===== src/hw/rtl/epcd_pkg.sv =====
package epcd_pkg;

   // fixed field widths
   localparam int SAMPLE_W = 32;
   localparam int DER_W    = 48;
   localparam int SCALE_W  = 32;
   localparam int FRAC_W   = 16;
   localparam int PROD_W   = 2 * SCALE_W;

   // delay line and edge handling
   localparam int TAPS = 8;
   localparam int EDGE = 4;

   // stencil weights, applied to the paired differences
   localparam int COEF_OUTER = 3;
   localparam int COEF_THIRD = 32;
   localparam int COEF_INNER = 168;
   localparam int COEF_NEAR  = 672;

   localparam logic [SCALE_W-1:0] SCALE_RESET = 32'd65536;
   localparam logic [PROD_W-1:0]  ROUND_BIAS  = 64'd32768;
   localparam logic [DER_W:0]     POS_LIMIT   = 49'h0_7FFF_FFFF_FFFF;
   localparam logic [DER_W:0]     NEG_LIMIT   = 49'h0_8000_0000_0000;

   typedef struct packed {
      logic signed [SAMPLE_W-1:0] sample;
      logic                       is_last;
   } req_type;

   typedef struct packed {
      logic signed [DER_W-1:0] derivative;
      logic                    clipped;
      logic                    last_result;
   } rsp_type;

   // per transaction control carried down the pipeline
   typedef struct packed {
      logic       has_deriv;
      logic       do_calc;
      logic [2:0] zeros;
   } ctl_type;

   // rounded and saturated scaling result
   typedef struct packed {
      logic signed [DER_W-1:0] derivative;
      logic                    clipped;
   } scale_res_type;

endpackage


===== src/hw/rtl/epcd_round.sv =====
module epcd_round (
   input  logic [epcd_pkg::PROD_W-1:0] p_hi,
   input  logic [epcd_pkg::PROD_W-1:0] p_lo,
   input  logic                        neg,
   output epcd_pkg::scale_res_type     result
);

   logic [epcd_pkg::PROD_W-1:0] rounded;
   logic [epcd_pkg::DER_W-1:0]  low_part;
   logic [epcd_pkg::DER_W:0]    mag;
   logic [epcd_pkg::DER_W:0]    limit;
   logic                        over;
   logic                        clip;
   logic [epcd_pkg::DER_W-1:0]  mag_sat;

   // round the low product to nearest, ties away from zero on the magnitude
   assign rounded  = p_lo + epcd_pkg::ROUND_BIAS;
   assign low_part = rounded[epcd_pkg::PROD_W-1:epcd_pkg::FRAC_W];

   // high product beyond 31 bits is at least 2^47 and is always flagged as overflow
   assign over = |p_hi[epcd_pkg::PROD_W-1:31];
   assign mag  = {2'b00, p_hi[30:0], {epcd_pkg::FRAC_W{1'b0}}}
                 + {1'b0, low_part};

   // saturate and restore the sign
   assign limit   = neg ? epcd_pkg::NEG_LIMIT : epcd_pkg::POS_LIMIT;
   assign clip    = over || (mag > limit);
   assign mag_sat = clip ? limit[epcd_pkg::DER_W-1:0] : mag[epcd_pkg::DER_W-1:0];

   assign result.derivative = neg ? -mag_sat : mag_sat;
   assign result.clipped    = clip;

endmodule


===== config.mk =====
export PLATFORM = sky130hd
export DESIGN_NAME = epcd_round
export DESIGN_NICKNAME = d
export VERILOG_FILES = /design/src/hw/rtl/epcd_pkg.sv /design/src/hw/rtl/epcd_round.sv
export SDC_FILE = /design/constraint.sdc
export NUM_CORES = 1
export LEC_CHECK = 0
export ABC_AREA = 1
export BUFFER_PORTS_ARGS = -buffer_cell sky130_fd_sc_hd__buf_2
export CAP_MARGIN = 40
export CORE_MARGIN = 4
export CORE_UTILIZATION = 57
export DETAILED_ROUTE_END_ITERATION = 16
export PLACE_DENSITY = 0.93
export SLEW_MARGIN = 20
export SYNTH_ARGS = -nofsm -noshare
export SYNTH_HDL_FRONTEND = slang
export SYNTH_SLANG_ARGS = --single-unit

===== constraint.sdc =====
create_clock -name vclk -period 12.5
set_clock_uncertainty 0.1 [all_clocks]
set_input_delay 2.5 -clock vclk [all_inputs]
set_output_delay 2.5 -clock vclk [all_outputs]
set_load 0.02 [all_outputs]

==> results.md <==
* Status: complete, no violations
* Nets@finish at about 1600
* Net Count, Synth at 1444
* RD Place Congestion at about 0.96
* Finished Cell Area at around 7500 um^2
* Warnings from Yosys at 0
* Slew margin rel. at 0.643
* Vias in the first global route at approximately 7600
* I/O Buffers at roughly 160
* Die Y at between 100 and 150 um
* Syn Inst Count at between 1000 and 1500
* Delay of the slowest cell on the worst path at between 0.3 and 0.4 ns
* Final ANT Viol Nets at 0
* Cts repair resizes at 0
* Starting density of the core at 0.590
* DRC viols at 0
* Sum Neg Setup Slack at 0 ns
* First-pass GRT wire length at 33.0 mm
* Die Area at 13200 um^2
* Total Routing Usage GR at 0.293
* Fin crit share at 0.959
* Clkbuf count at 0
* DR iter-0 viols at approximately 750
* Core Area at 11000 um^2
* Via density at about 5.6
* CP max-delay cell: ha_1
* Worst path required time at 9.90 ns
* WL/cell at approximately 13 um
* Antenna violations before repair at 0
* Register Area at 0 um^2
* Most frequent cells in the layout: nand2_1, buf_2, inv_1
* FFs & Latches at 0
* F_max at 0.0834 GHz
* CP max FO at 20
* Vias at ~8500
* RSZ-0062 raised after global routing: false
* Final critical-path required period at 11.99 ns
* Layout cells sized above 1 at 0.157
* Crit path kind: in2out
* Worst-Margin Slew at around 0.54 ns
* HPWL after DPL at about 17 mm
* Fin. Hold Viols at 0
* Hold crit path type: in2out
* DP Area at between 7000 and 8000 um^2
* Fin util at 0.681
* Most used cell, CP: nand2_1
* Grt total ovfl at 0
* Area Growth Syn to Fin at 15.5%
* Most common cell after layout, fill and taps aside: nand2_1
* Max Cap Viol at 0
* # IOs at roughly 180
* Unique cell type count in the Yosys netlist at between 40 and 50
* Worst setup EP type: output pin
* Mapped cell area at approximately 6500 um^2
* Row count at 38
* Post-CTS setup buffer count at 0
* Largest net degree at the start of global routing at 67
* Leakage power at roughly 4.2 nW
* Slew Limit Fails at 0
* Die width at roughly 110 um
* Ant. Diodes at 0
* Worst Setup Slack, final at ~0.51 ns
* Pre-CTS setup slack at about 0.29 ns
* Final WL at a little over 20 mm
* Arr. time, crit path at 9.39 ns
* Cts hold-fix bufs at 0
* Power per Cell Area at just over 40 nW/um^2
* Avg Cell Area, Syn at between 5 and 6 um^2
* Final setup fails at 0
* DRT Pass-1 Iters at 5
* CP startpoint kind: primary input
* Maximum vdd ir drop at 0.0000247 V
* Sequential element share of the synthesized area at 0
-- cell usage after synthesis (2+ instances only) --
| cell | count | area [um^2] |
|---|---|---|
| a21oi_1 | 61 | 305 |
| nand3_2 | 5 | 50.1 |
| xor2_1 | 54 | 473 |
| nor3_2 | 4 | 40.0 |
| a21o_1 | 7 | 52.6 |
| nand3_1 | 147 | 736 |
| buf_1 | 2 | 7.51 |
| inv_1 | 162 | 608 |
| nor4_1 | 18 | 113 |
| a211oi_1 | 2 | 15.0 |
| nor2_1 | 144 | 541 |
| nand4_1 | 29 | 181 |
| clkbuf_1 | 11 | 41.3 |
| buf_6 | 2 | 22.5 |
| nor2_2 | 12 | 75.1 |
| a21boi_0 | 2 | 15.0 |
| o21ai_1 | 8 | 40.0 |
| nand2_2 | 8 | 50.1 |
| buf_2 | 7 | 35.0 |
| and3_1 | 3 | 18.8 |
| nor3_1 | 16 | 80.1 |
| nand2_1 | 347 | 1300 |
| o21ai_0 | 51 | 255 |
| o21a_1 | 6 | 45.0 |
| buf_4 | 3 | 22.5 |
| nor2_4 | 2 | 22.5 |
| ha_1 | 81 | 1010 |
| nand3b_1 | 3 | 22.5 |
| o21bai_1 | 4 | 30.0 |
| nand2_4 | 3 | 33.8 |
| xnor2_1 | 17 | 149 |
-- metrics by stage --
step / instances / hold slack [ns] / power [W]
floorplan: 1233 / 5.19 / 0.000213
CTS: 1519 / 5.50 / 0.000298
finish: 1519 / 5.50 / 0.000304
global route: 1519 / 5.56 / 0.000344
detailed placement: 1519 / 5.50 / 0.000297
global placement: 1518 / 5.49 / 0.000285
-- final cells by class --
cell class / instances / area (um^2)
multi-input cells: 1045 / 5830
fillers: 1007 / 3510
repair buffers: 171 / 903
inverters: 163 / 612
well taps: 140 / 175
-- cells by family (layout without fill, tap and decap cells) --
group	Yosys count	count (layout)	share of synthesized area
buffers and inverters	188	334	0.114
and+or+nand+nor	744	744	0.506
muxes	2	2	0.00327
adders and majority gates	82	82	0.159
AOI/OAI and AO/OA	146	146	0.122
xor gates and xnor gates	71	71	0.0955
-- worst max-delay path, delay by kind of cell --
kind	cells	cell delay [ns]
and+or+nand+nor	31	4.35
adders and majority gates	3	0.86
buffers and inverters	8	0.79
AOI/OAI and AO/OA	4	0.58
xor gates and xnor gates	2	0.28
-- final timing paths --
| kind | start | endpoint | slack, ns | depth (start not counted) |
|---|---|---|---|---|
| max | p_lo[17] | result[35] | 0.51 | 48 |
| min | p_lo[25] | result[10] | 5.50 | 6 |
-- where the power goes --
part	total, W	leakage (nW)	switching, W	internal (W)
sequential	0	0	0	0
combinational	0.000304	4.16	0.000194	0.000110
clock	0	0	0	0
-- metal layers --
metal | wire [um] | global-route usage | up-vias
li1 | - | - | 4347
met5 | 0 | 0 | -
met4 | 766 | 0.0970 | 0
met3 | 1650 | 0.00947 | 55
met2 | 8830 | 0.496 | 405
met1 | 8870 | 0.401 | 3677
Note: power is estimated with default switching activity, not from simulation.
